`src/rtl/core/dpc_pkg.sv`:
```
// Shared types and codes for the duplicate packet cache.
package dpc_pkg;

	typedef enum logic [1:0] {
		OP_LOOKUP = 2'd0,
		OP_RECORD = 2'd1,
		OP_SWEEP  = 2'd2
	} op_t;

	typedef enum logic [1:0] {
		ST_IDLE,
		ST_EXEC,
		ST_SCAN
	} state_t;

	typedef struct packed {
		logic [15:0] source_id;
		logic [31:0] packet_id;
		logic [31:0] stamp;
	} entry_t;

	typedef struct packed {
		logic shift;
		logic feed_en;
	} chain_ctl_t;

	localparam logic [31:0] MEM_TIME_RESET = 32'd300000;

endpackage

```
`src/rtl/core/duplicate_packet_cache_top.sv`:
```
// Duplicate packet cache: control sequencer and chain of entry cells.
//
//  channel   signals                                      transaction at edge
//  -------   -------------------------------------------  ---------------------
//  command   start, busy, op, source_id, packet_id,       start & !busy
//            now_ms
//  result    done, seen, entry_count                      done (one cycle)
//  config    cfg_valid, cfg_ready, cfg_data               cfg_valid & cfg_ready
//
//  Record and the unused op code: done is registered from ST_EXEC, after accept.
//  Lookup and sweep: ST_EXEC, then ST_SCAN once per stored entry; the chain rotates one
//  entry per cycle past the compare logic at cell 0.
//  busy is high from accept until the result cycle; one command at a time.
//  Reset clears the count and control; entry contents are undefined.
//  The receiver cannot stall; done lasts one cycle.
module duplicate_packet_cache_top import dpc_pkg::*; #(
	parameter int ENTRIES = 32
) (
	input  logic        clk,
	input  logic        arst_n,
	input  logic        start,
	output logic        busy,
	input  logic [1:0]  op,
	input  logic [15:0] source_id,
	input  logic [31:0] packet_id,
	input  logic [31:0] now_ms,
	output logic        done,
	output logic        seen,
	output logic [5:0]  entry_count,
	input  logic        cfg_valid,
	output logic        cfg_ready,
	input  logic [31:0] cfg_data
);

	localparam int CW   = $clog2(ENTRIES + 1);
	localparam int IDXW = (ENTRIES > 1) ? $clog2(ENTRIES) : 1;

	state_t          state_q, state_d;
	op_t             op_q;
	entry_t          new_q;
	logic [31:0]     mem_q;
	logic [CW-1:0]   fill_q;
	logic [CW-1:0]   rem_q;
	logic [CW-1:0]   fill_m1;
	logic            hit_q;
	logic            done_q;
	logic            seen_q;
	logic            full;
	logic            match;
	logic            drop;
	logic [31:0]     age;
	logic [CW+5:0]   cnt_ext;
	chain_ctl_t      ctl;
	logic [IDXW-1:0] tail;
	entry_t          feed;
	entry_t          ents [ENTRIES];

	assign full    = (fill_q == CW'(ENTRIES));
	assign fill_m1 = fill_q - CW'(1);
	assign match   = (ents[0].source_id == new_q.source_id) &&
	                 (ents[0].packet_id == new_q.packet_id);
	assign age     = new_q.stamp - ents[0].stamp;
	assign drop    = (op_q == OP_SWEEP) && (age > mem_q);

	// next state and chain control
	always_comb begin
		state_d     = state_q;
		ctl.shift   = 1'b0;
		ctl.feed_en = 1'b0;
		tail        = fill_m1[IDXW-1:0];
		feed        = ents[0];
		unique case (state_q)
			ST_IDLE: begin
				if (start) begin
					state_d = ST_EXEC;
				end
			end
			ST_EXEC: begin
				state_d = ST_IDLE;
				if (op_q == OP_RECORD) begin
					ctl.feed_en = 1'b1;
					feed        = new_q;
					if (full) begin
						ctl.shift = 1'b1;
						tail      = IDXW'(ENTRIES - 1);
					end else begin
						tail = fill_q[IDXW-1:0];
					end
				end else if ((op_q == OP_LOOKUP || op_q == OP_SWEEP) &&
				             fill_q != '0) begin
					state_d = ST_SCAN;
				end
			end
			ST_SCAN: begin
				ctl.shift   = 1'b1;
				ctl.feed_en = !drop;
				if (rem_q == CW'(1)) begin
					state_d = ST_IDLE;
				end
			end
			default: begin
				state_d = ST_IDLE;
			end
		endcase
	end

	always_ff @(posedge clk or negedge arst_n) begin
		if (!arst_n) begin
			state_q <= ST_IDLE;
		end else begin
			state_q <= state_d;
		end
	end

	always_ff @(posedge clk or negedge arst_n) begin
		if (!arst_n) begin
			fill_q <= '0;
			rem_q  <= '0;
			hit_q  <= 1'b0;
			done_q <= 1'b0;
			seen_q <= 1'b0;
			mem_q  <= MEM_TIME_RESET;
		end else begin
			done_q <= 1'b0;
			if (cfg_valid) begin
				mem_q <= cfg_data;
			end
			unique case (state_q)
				ST_IDLE: begin
				end
				ST_EXEC: begin
					hit_q <= 1'b0;
					rem_q <= fill_q;
					if (state_d == ST_IDLE) begin
						done_q <= 1'b1;
						seen_q <= 1'b0;
						if (op_q == OP_RECORD && !full) begin
							fill_q <= fill_q + CW'(1);
						end
					end
				end
				ST_SCAN: begin
					rem_q <= rem_q - CW'(1);
					if (drop) begin
						fill_q <= fill_m1;
					end
					if (match) begin
						hit_q <= 1'b1;
					end
					if (rem_q == CW'(1)) begin
						done_q <= 1'b1;
						seen_q <= (op_q == OP_LOOKUP) && (hit_q || match);
					end
				end
				default: begin
				end
			endcase
		end
	end

	// command capture
	always_ff @(posedge clk) begin
		if (state_q == ST_IDLE && start) begin
			op_q            <= op_t'(op);
			new_q.source_id <= source_id;
			new_q.packet_id <= packet_id;
			new_q.stamp     <= now_ms;
		end
	end

	for (genvar i = 0; i < ENTRIES; i++) begin : g_cell
		entry_t nxt;
		if (i == ENTRIES - 1) begin : g_last
			assign nxt = feed;
		end else begin : g_mid
			assign nxt = ents[i+1];
		end
		dpc_cell #(
			.IDXW  (IDXW),
			.INDEX (i)
		) u_cell (
			.clk  (clk),
			.ctl  (ctl),
			.tail (tail),
			.nxt  (nxt),
			.feed (feed),
			.ent  (ents[i])
		);
	end

	assign cnt_ext     = {6'b0, fill_q};
	assign busy        = (state_q != ST_IDLE);
	assign done        = done_q;
	assign seen        = seen_q;
	assign entry_count = cnt_ext[5:0];
	assign cfg_ready   = 1'b1;

	a_fill_bound: assert property (@(posedge clk) disable iff (!arst_n)
		fill_q <= CW'(ENTRIES))
		else $error("fill count above capacity");

	a_done_single: assert property (@(posedge clk) disable iff (!arst_n)
		done_q |=> !done_q)
		else $error("result strobe longer than one cycle");

	a_accept_exec: assert property (@(posedge clk) disable iff (!arst_n)
		(start && !busy) |=> (state_q == ST_EXEC))
		else $error("accepted command not executed");

	a_scan_rem: assert property (@(posedge clk) disable iff (!arst_n)
		(state_q == ST_SCAN) |-> (rem_q != '0 && rem_q <= fill_q))
		else $error("scan counter out of range");

	a_seen_lookup: assert property (@(posedge clk) disable iff (!arst_n)
		(done_q && seen_q) |-> (op_q == OP_LOOKUP))
		else $error("seen set on a non-lookup result");

endmodule

```
`src/rtl/core/dpc_cell.sv`:
```
// One storage cell of the entry chain.
module dpc_cell import dpc_pkg::*; #(
	parameter int IDXW  = 5,
	parameter int INDEX = 0
) (
	input  logic            clk,
	input  chain_ctl_t      ctl,
	input  logic [IDXW-1:0] tail,
	input  entry_t          nxt,
	input  entry_t          feed,
	output entry_t          ent
);

	localparam logic [IDXW-1:0] IDX = IDXW'(INDEX);

	entry_t ent_q;

	always_ff @(posedge clk) begin
		if (ctl.shift && (IDX < tail)) begin
			ent_q <= nxt;
		end else if (ctl.feed_en && (IDX == tail)) begin
			ent_q <= feed;
		end
	end

	assign ent = ent_q;

endmodule
```
`config.mk`:
```
export PLATFORM = sky130hd
export DESIGN_NAME = duplicate_packet_cache_top
export DESIGN_NICKNAME = d
export VERILOG_FILES = /design/src/rtl/core/dpc_pkg.sv /design/src/rtl/core/duplicate_packet_cache_top.sv /design/src/rtl/core/dpc_cell.sv
export SDC_FILE = /design/constraint.sdc
export NUM_CORES = 2
export LEC_CHECK = 0
export BUFFER_PORTS_ARGS = -buffer_cell sky130_fd_sc_hd__buf_2
export CAP_MARGIN = 20
export CORE_MARGIN = 4
export CORE_UTILIZATION = 39
export CTS_CLUSTER_DIAMETER = 50
export DETAILED_ROUTE_END_ITERATION = 16
export HOLD_SLACK_MARGIN = 0.08
export SETUP_SLACK_MARGIN = 0.3
export SKIP_CTS_REPAIR_TIMING = 1
export SLEW_MARGIN = 20
export SYNTH_ARGS = -nofsm -noshare
export SYNTH_HDL_FRONTEND = slang
export SYNTH_SLANG_ARGS = --single-unit
```
`constraint.sdc`:
```
create_clock -name clk -period 14.7 [get_ports clk]
set_input_delay 1.47 -clock clk [delete_from_list [all_inputs] [get_ports clk]]
set_output_delay 1.47 -clock clk [all_outputs]
set_load 0.01 [all_outputs]
```
After elaboration in Yosys (flattened, before gate mapping)
Cells that the tools add are included.
{"block": "totals", "regBits": 2691, "input_bits": 118, "out_inout_bits": 10, "word_cells": 394}
{"block": "classes", "n_addsub": 4, "n_lt_le_gt_ge": 33, "n_eq_ne": 44, "muxes": 90, "reduce_logical": 116}
{"op": "two-way mux 80 bit", "count": 66}
{"op": "== test 5 bit, first input constant", "count": 16}
{"op": "< comparator 5 bit, first input constant", "count": 16}
{"op": "logical AND 1 bit", "count": 70}
{"op": "nonzero test 2 bit", "count": 34}
{"op": "== test 4 x 5 -> 1 bit, first input constant", "count": 8}
{"op": "< comparator 4 x 5 -> 1 bit, first input constant", "count": 8}
{"op": "== test 32 bit", "count": 1}
{"op": "> comparator 32 bit", "count": 1}
{"op": "subtractor 32 bit", "count": 1}
{"op": "one-hot mux 6 bit (2 select lines)", "count": 2}
{"op": "== test 3 x 5 -> 1 bit, first input constant", "count": 4}
{"op": "< comparator 3 x 5 -> 1 bit, first input constant", "count": 4}
{"op": "two-way mux 6 bit", "count": 3}
{"op": "== test 16 bit", "count": 1}
{"op": "two-way mux 5 bit", "count": 3}
{"op": "subtractor 6 x 1 -> 6 bit, second input constant", "count": 2}
{"op": "== test 2 x 5 -> 1 bit, first input constant", "count": 2}
{"op": "< comparator 1 x 5 -> 1 bit, first input constant", "count": 2}
{"op": "< comparator 2 x 5 -> 1 bit, first input constant", "count": 2}
{"op": "two-way mux 2 bit", "count": 5}
{"op": "inequality test 2 bit, second input constant", "count": 5}
{"op": "adder 6 x 1 -> 6 bit, second input constant", "count": 1}
{"op": "== test 6 x 1 -> 1 bit, second input constant", "count": 1}
{"op": "other kinds (16)", "count": 29}

Depth between registers and ports, before layout
{"block": "logic_depth", "depth_word": 9, "depth_mapped": 23, "mapped_depth_nobuf": 22}

Modules after synthesis
A second synthesis with hierarchy kept.
{"block": "unflattened", "hier_cells": 6477, "hier_area_um2": 121828.1}
{"mod": "duplicate_packet_cache_top", "n_inst": 1, "cells_per_inst": 854, "area_per_inst_um2": 8843.5, "seq_area_each_um2": 3698.5}
{"mod": "dpc_cell (g_cell[20].u_cell ...)", "n_inst": 2, "cells_per_inst": 172, "area_per_inst_um2": 3430.8, "seq_area_each_um2": 2402.3}
{"mod": "dpc_cell (g_cell[21].u_cell ...)", "n_inst": 2, "cells_per_inst": 173, "area_per_inst_um2": 3428.3, "seq_area_each_um2": 2402.3}
{"mod": "dpc_cell (g_cell[11].u_cell)", "n_inst": 1, "cells_per_inst": 362, "area_per_inst_um2": 4630.7, "seq_area_each_um2": 2402.3}
{"mod": "dpc_cell (g_cell[26].u_cell)", "n_inst": 1, "cells_per_inst": 173, "area_per_inst_um2": 3819.9, "seq_area_each_um2": 2402.3}
{"mod": "dpc_cell (g_cell[5].u_cell)", "n_inst": 1, "cells_per_inst": 172, "area_per_inst_um2": 3813.7, "seq_area_each_um2": 2402.3}
{"mod": "dpc_cell (g_cell[29].u_cell)", "n_inst": 1, "cells_per_inst": 173, "area_per_inst_um2": 3811.2, "seq_area_each_um2": 2402.3}
{"mod": "dpc_cell (g_cell[6].u_cell)", "n_inst": 1, "cells_per_inst": 172, "area_per_inst_um2": 3807.4, "seq_area_each_um2": 2402.3}
{"mod": "dpc_cell (g_cell[16].u_cell)", "n_inst": 1, "cells_per_inst": 172, "area_per_inst_um2": 3799.9, "seq_area_each_um2": 2402.3}
{"mod": "dpc_cell (g_cell[10].u_cell)", "n_inst": 1, "cells_per_inst": 174, "area_per_inst_um2": 3741.1, "seq_area_each_um2": 2402.3}
{"mod": "dpc_cell (g_cell[25].u_cell)", "n_inst": 1, "cells_per_inst": 171, "area_per_inst_um2": 3729.8, "seq_area_each_um2": 2402.3}
{"mod": "dpc_cell (g_cell[27].u_cell)", "n_inst": 1, "cells_per_inst": 172, "area_per_inst_um2": 3728.6, "seq_area_each_um2": 2402.3}
{"mod": "dpc_cell (g_cell[1].u_cell)", "n_inst": 1, "cells_per_inst": 172, "area_per_inst_um2": 3584.7, "seq_area_each_um2": 2402.3}
{"mod": "dpc_cell (g_cell[24].u_cell)", "n_inst": 1, "cells_per_inst": 172, "area_per_inst_um2": 3497.1, "seq_area_each_um2": 2402.3}
{"mod": "17 more rows"}

Least setup slack after synthesis
OpenSTA, ideal clock, no wires.
{"block": "synth_timing", "path_type": "register -> register", "start": "reg new_q[9] (netlist name)", "end": "reg g_cell[3].u_cell.ent_q, in the netlist g_cell[3].u_cell.ent[0], enable pin", "setup_ns": 0.629, "arrival_time_ns": 9.893, "required_time_ns": 14.071, "slack_ns": 4.178, "stages_incl_launch_ff": 20, "period_less_slack_ns": 10.522, "cell_sequence": "edfxtp_1 > ha_1 > clkbuf_1 > nand4_1 > a211oi_1 > o21a_1 > o211ai_1 > o31ai_1 > a21oi_1 > o211ai_1 > a311oi_1 > xnor2_1 > ha_1 > and3_1 > a221o_1 > a211oi_1 > o221ai_1 > clkbuf_1 > or2_2 > o21ai_0"}
{"block": "synth_via", "elab_chain_len": 7}
{"element": "start: declaration", "line": "duplicate_packet_cache_top.sv:40", "rtl": "entry_t new_q;"}
{"element": "subtractor 32 bit", "line": "duplicate_packet_cache_top.sv:62", "rtl": "assign age = new_q.stamp - ents[0].stamp;"}
{"element": "> comparator 32 bit", "line": "duplicate_packet_cache_top.sv:63", "rtl": "assign drop = (op_q == OP_SWEEP) && (age > mem_q);"}
{"element": "logical AND 1 bit", "line": "duplicate_packet_cache_top.sv:63"}
{"element": "zero test 1 bit", "line": "duplicate_packet_cache_top.sv:96", "rtl": "ctl.feed_en = !drop;"}
{"element": "one-hot mux 2 bit (2 select lines)", "line": "duplicate_packet_cache_top.sv:72", "rtl": "unique case (state_q)"}
{"element": "logical AND 1 bit", "line": "dpc_cell.sv:21", "rtl": "end else if (ctl.feed_en && (IDX == tail)) begin"}
{"element": "nonzero test 2 bit (no line)"}
{"element": "end signal: assignment", "line": "dpc_cell.sv:20", "rtl": "ent_q <= nxt;"}
{"element": "end: declaration", "line": "dpc_cell.sv:16", "rtl": "entry_t ent_q;"}
No other way between the ends.
A chain may end at the register's enable or synchronous reset.

Worst setup path in the final report
{"block": "layout_timing", "start": "reg new_q[0] (netlist name)", "end": "reg g_cell[12].u_cell.ent_q, in the netlist g_cell[12].u_cell.ent[52], enable pin"}
{"block": "layout_via", "elab_chain_len": 7}
{"element": "subtractor 32 bit", "line": "duplicate_packet_cache_top.sv:62"}
{"element": "> comparator 32 bit", "line": "duplicate_packet_cache_top.sv:63"}
{"element": "logical AND 1 bit", "line": "duplicate_packet_cache_top.sv:63"}
{"element": "zero test 1 bit", "line": "duplicate_packet_cache_top.sv:96"}
{"element": "one-hot mux 2 bit (2 select lines)", "line": "duplicate_packet_cache_top.sv:72"}
{"element": "logical AND 1 bit", "line": "dpc_cell.sv:21"}
{"element": "nonzero test 2 bit (no line)"}
{"element": "end signal: assignment", "line": "dpc_cell.sv:20"}
{"element": "end: declaration", "line": "dpc_cell.sv:16"}
No other way between the ends.

==> metrics.csv <==
stage;metric;value;unit
grt;overflow;0;
hold_path;min_path_type;flop to flop;
worst_setup_path;cp_max_fo;57;
worst_setup_path;cp_slowest_stage_delay;960;ps
sta;worst_pin_slew;1140;ps
die;die_h;544;um
power_and_ir_drop;power_density;200;nW/um^2
sta;rsz0062_at_grt;no;
cts;cts_tree;yes;
die;start_util;39.2;%
worst_setup_path;worstSetupPathType;flop to flop;
worst_setup_path;worst_setup_path_end_kind;flop;
worst_setup_path;r2r_setup_slack;6640;ps
layout;drive_gt1_share;12.4;%
cts;insertion_delay;920;ps
grt;grt_use_total;20.9;%
place;portBuffers;126;
worst_setup_path;crit_path_end;g_cell[12].u_cell.ent[52];
grt;antenna_found_initial;7;
cts;clk_path_buf_depth;4;
run;cap_violations;0;
synthesis;synth_cells;9175;
detailed_routing;wl_per_cell;24.3;um
grt;use_met2;33.4;%
place;gp_congestion;0.821;
die;chipWidth;544;um
sta;finalHoldViolCount;0;
grt;use_met3;3.79;%
detailed_routing;drt_iter0_drc;7493;
die;io_pins;128;
power_and_ir_drop;ir_worst_vdd;0.189;mV
detailed_routing;ant_nets;0;
cts;cts.clk_slew.worst_paths;60;ps
detailed_routing;dr.pass1.iters;6;
worst_setup_path;cp-start-kind;flop;
synthesis;synth.area.top_cells;edfxtp_1, a21oi_1, nor2_1, clkbuf_1, mux2_2;
worst_setup_path;crit_start;new_q[0];
worst_setup_path;reg2reg_to;g_cell[12].u_cell.ent[52];
worst_setup_path;r2r_start;new_q[0];
sta;finalMaxSlewViolations;0;
synthesis;synth_area;112000;sq um
synthesis;synth_edf_count;2642;
synthesis;synth_top_area_cell;edfxtp_1;
sta;tns;0;ps
detailed_routing;drc;0;
sta;finalSetupViolCount;0;
synthesis;ys_ff_latch;2691;
layout;fin_nets;9220;
cts;cts.sinks;2691;
die;core-area;285000;sq um
sta;slew_headroom;23.5;%
detailed_routing;wl;317;mm
worst_setup_path;critPathSlowestCell;buf_4;
detailed_routing;drt-vias-per-instance;5.60;
place;placement.cell_area;116000;sq um
grt;grt_use_met1;28.9;%
status;status;complete, no violations;
place;dpl.hpwl;181;mm
synthesis;ys.warnings.count;0;
die;std_cell_rows;196;
power_and_ir_drop;p_leak;43.9;nW
synthesis;synth_area_per_cell;12.2;sq um
worst_setup_path;path_cells;inv_1 > ha_1 > inv_1 > fa_1 > a21oi_1 > o21ai_0 > nand4_1 > nand2_1 > o221ai_1 > o2111ai_1 > a21o_1 > a21oi_1 > xnor2_1 > ha_1 > and3_1 > nand4_1 > nor4_1 > nand3_1 > nand3b_1 > o221ai_2 > buf_4 > or2_2 > o21ai_4 > buf_4;
synthesis;ys_async_sr_fraction;1.82;%
layout;area_growth;13.8;%
sta;skew;74.2;ps
detailed_routing;vias;73100;
die;die_area;295000;sq um
worst_setup_path;required;15190;ps
synthesis;synth_top_area_share;70.9;%
synthesis;synth_cell_types;76;
grt;grt_pass1_vias;72000;
sta;period_needed;8060;ps
grt;top_usage_layer;met2;
cts;cts_buffers;323;
synthesis;synth-seq-area-share;72.0;%
grt;grt_max_degree;162;
layout;final_area;127000;sq um
synthesis;synth_ff_type;edfxtp_1;
sta;period_share;54.8;%
grt;grt_pass1_wl;469;mm
sta;fmax;124;MHz
cts;h-tree-depth;5;
worst_setup_path;arrival;8550;ps
power_and_ir_drop;p_total;25.5;mW
worst_setup_path;reg2reg_depth;24;
synthesis;syn_nets;9366;
cts;cts_root_buffer;clkbuf_16;
==> how the worst min path moves through the flow <==
stage                     depth (start not counted)                      from  slack (ps)                  endpoint
final                                             2                  mem_q[9]         510                  mem_q[9]
after global routing                              2  g_cell[30].u_cell.ent[7]         530  g_cell[29].u_cell.ent[7]
after detailed placement                          2  g_cell[3].u_cell.ent[17]         510  g_cell[2].u_cell.ent[17]
after global placement                            2  g_cell[3].u_cell.ent[16]         500  g_cell[2].u_cell.ent[16]
after floorplan                                   1                   op_q[1]         460                      seen
after CTS                                         2   g_cell[3].u_cell.ent[3]         510   g_cell[2].u_cell.ent[3]
==> placed cells by master, fill, tap and decap left out, types with 45 or more instances in the layout <==
master     instances
buf_4            189
o21ai_0          135
mux2i_2           46
nor2_1          2297
xor2_1            62
clkinv_1          45
clkbuf_1          48
mux2_2           156
buf_2            126
ha_1              72
nand2_1          150
inv_1            161
edfxtp_1        2642
a21oi_1         2281
clkinv_2          45
clkbuf_16        328
==> cell usage after synthesis, drive strengths merged, types with 8 or more instances <==
cell / instances
o22ai: 10
nand3: 22
xnor2: 20
inv: 161
clkbuf: 563
nor2: 2299
o21a: 12
ha: 72
mux2i: 53
nand2: 159
a21o: 18
edfxtp: 2642
nand2b: 9
o21bai: 15
nor3: 9
mux2: 162
o31ai: 11
buf: 240
dfstp: 8
dfrtp: 41
o21ai: 165
nand4: 16
xor2: 62
nor4: 14
a21oi: 2313
==> report_power, final <==
part	total (mW)	switching, mW	internal (mW)
Sequential	11.1	0.392	10.7
Clock	8.14	3.34	4.80
Combinational	6.29	4.62	1.66
Total	25.5	8.36	17.1
==> per-stage QoR <==
stage	utilization, %	cells	setup slack, ps	hold WS (ps)
2_1_floorplan	-	9175	4180	464
3_3_place_gp	40.8	12500	6060	497
3_5_place_dp	40.8	12500	6190	509
4_1_cts	44.6	13000	6200	515
5_1_grt	44.6	13100	6090	534
6_report	44.6	13100	6640	509
==> area by class of cell <==
| type | count | area (sq um) |
|---|---|---|
| fillers | 25600 | 158000 |
| flip-flops and latches | 2691 | 80600 |
| multi-input cells | 5519 | 28200 |
| clock buffers | 380 | 8440 |
| well taps | 3762 | 4710 |
| clock inverters | 206 | 2400 |
| repair buffers | 332 | 2390 |
| inverters | 162 | 608 |
| diodes | 2 | 5.00 |
==> sequential cells by signal (all words and copies together) (netlist names) <==
register / count
done: 1
entry_count: 6
g_cell.u_cell.ent: 2560
hit_q: 1
mem_q: 32
new_q: 80
op_q: 2
rem_q: 6
seen: 1
state_q: 2
==> critical path, delay by kind of cell, from the launching register on <==
kind	cells	cell delay, ps
adders and majority gates	3	880
and+or+nand+nor	8	2340
DFF	1	390
buffers and inverters	4	1380
xor gates and xnor gates	1	90
AOI/OAI and AO/OA	8	2470
==> cell families after synthesis <==
| logic type | Yosys count | synth area share [%] |
|---|---|---|
| xor+xnor | 82 | 0.642 |
| fa+ha+maj | 73 | 0.823 |
| flops | 2691 | 72.0 |
| other cells | 1 | 0.00335 |
| buf+inv | 965 | 3.68 |
| mux | 215 | 2.10 |
| compound gates | 2585 | 11.9 |
| simple gates | 2563 | 8.86 |
==> metal layers <==
metal / share of wire [%] / vias up
li1: - / 32500
met1: 42 / 36900
met2: 46 / 3033
met3: 8.3 / 585
met4: 3.7 / 2
met5: 0.0025 / -
(Power assumes the default switching activity.)
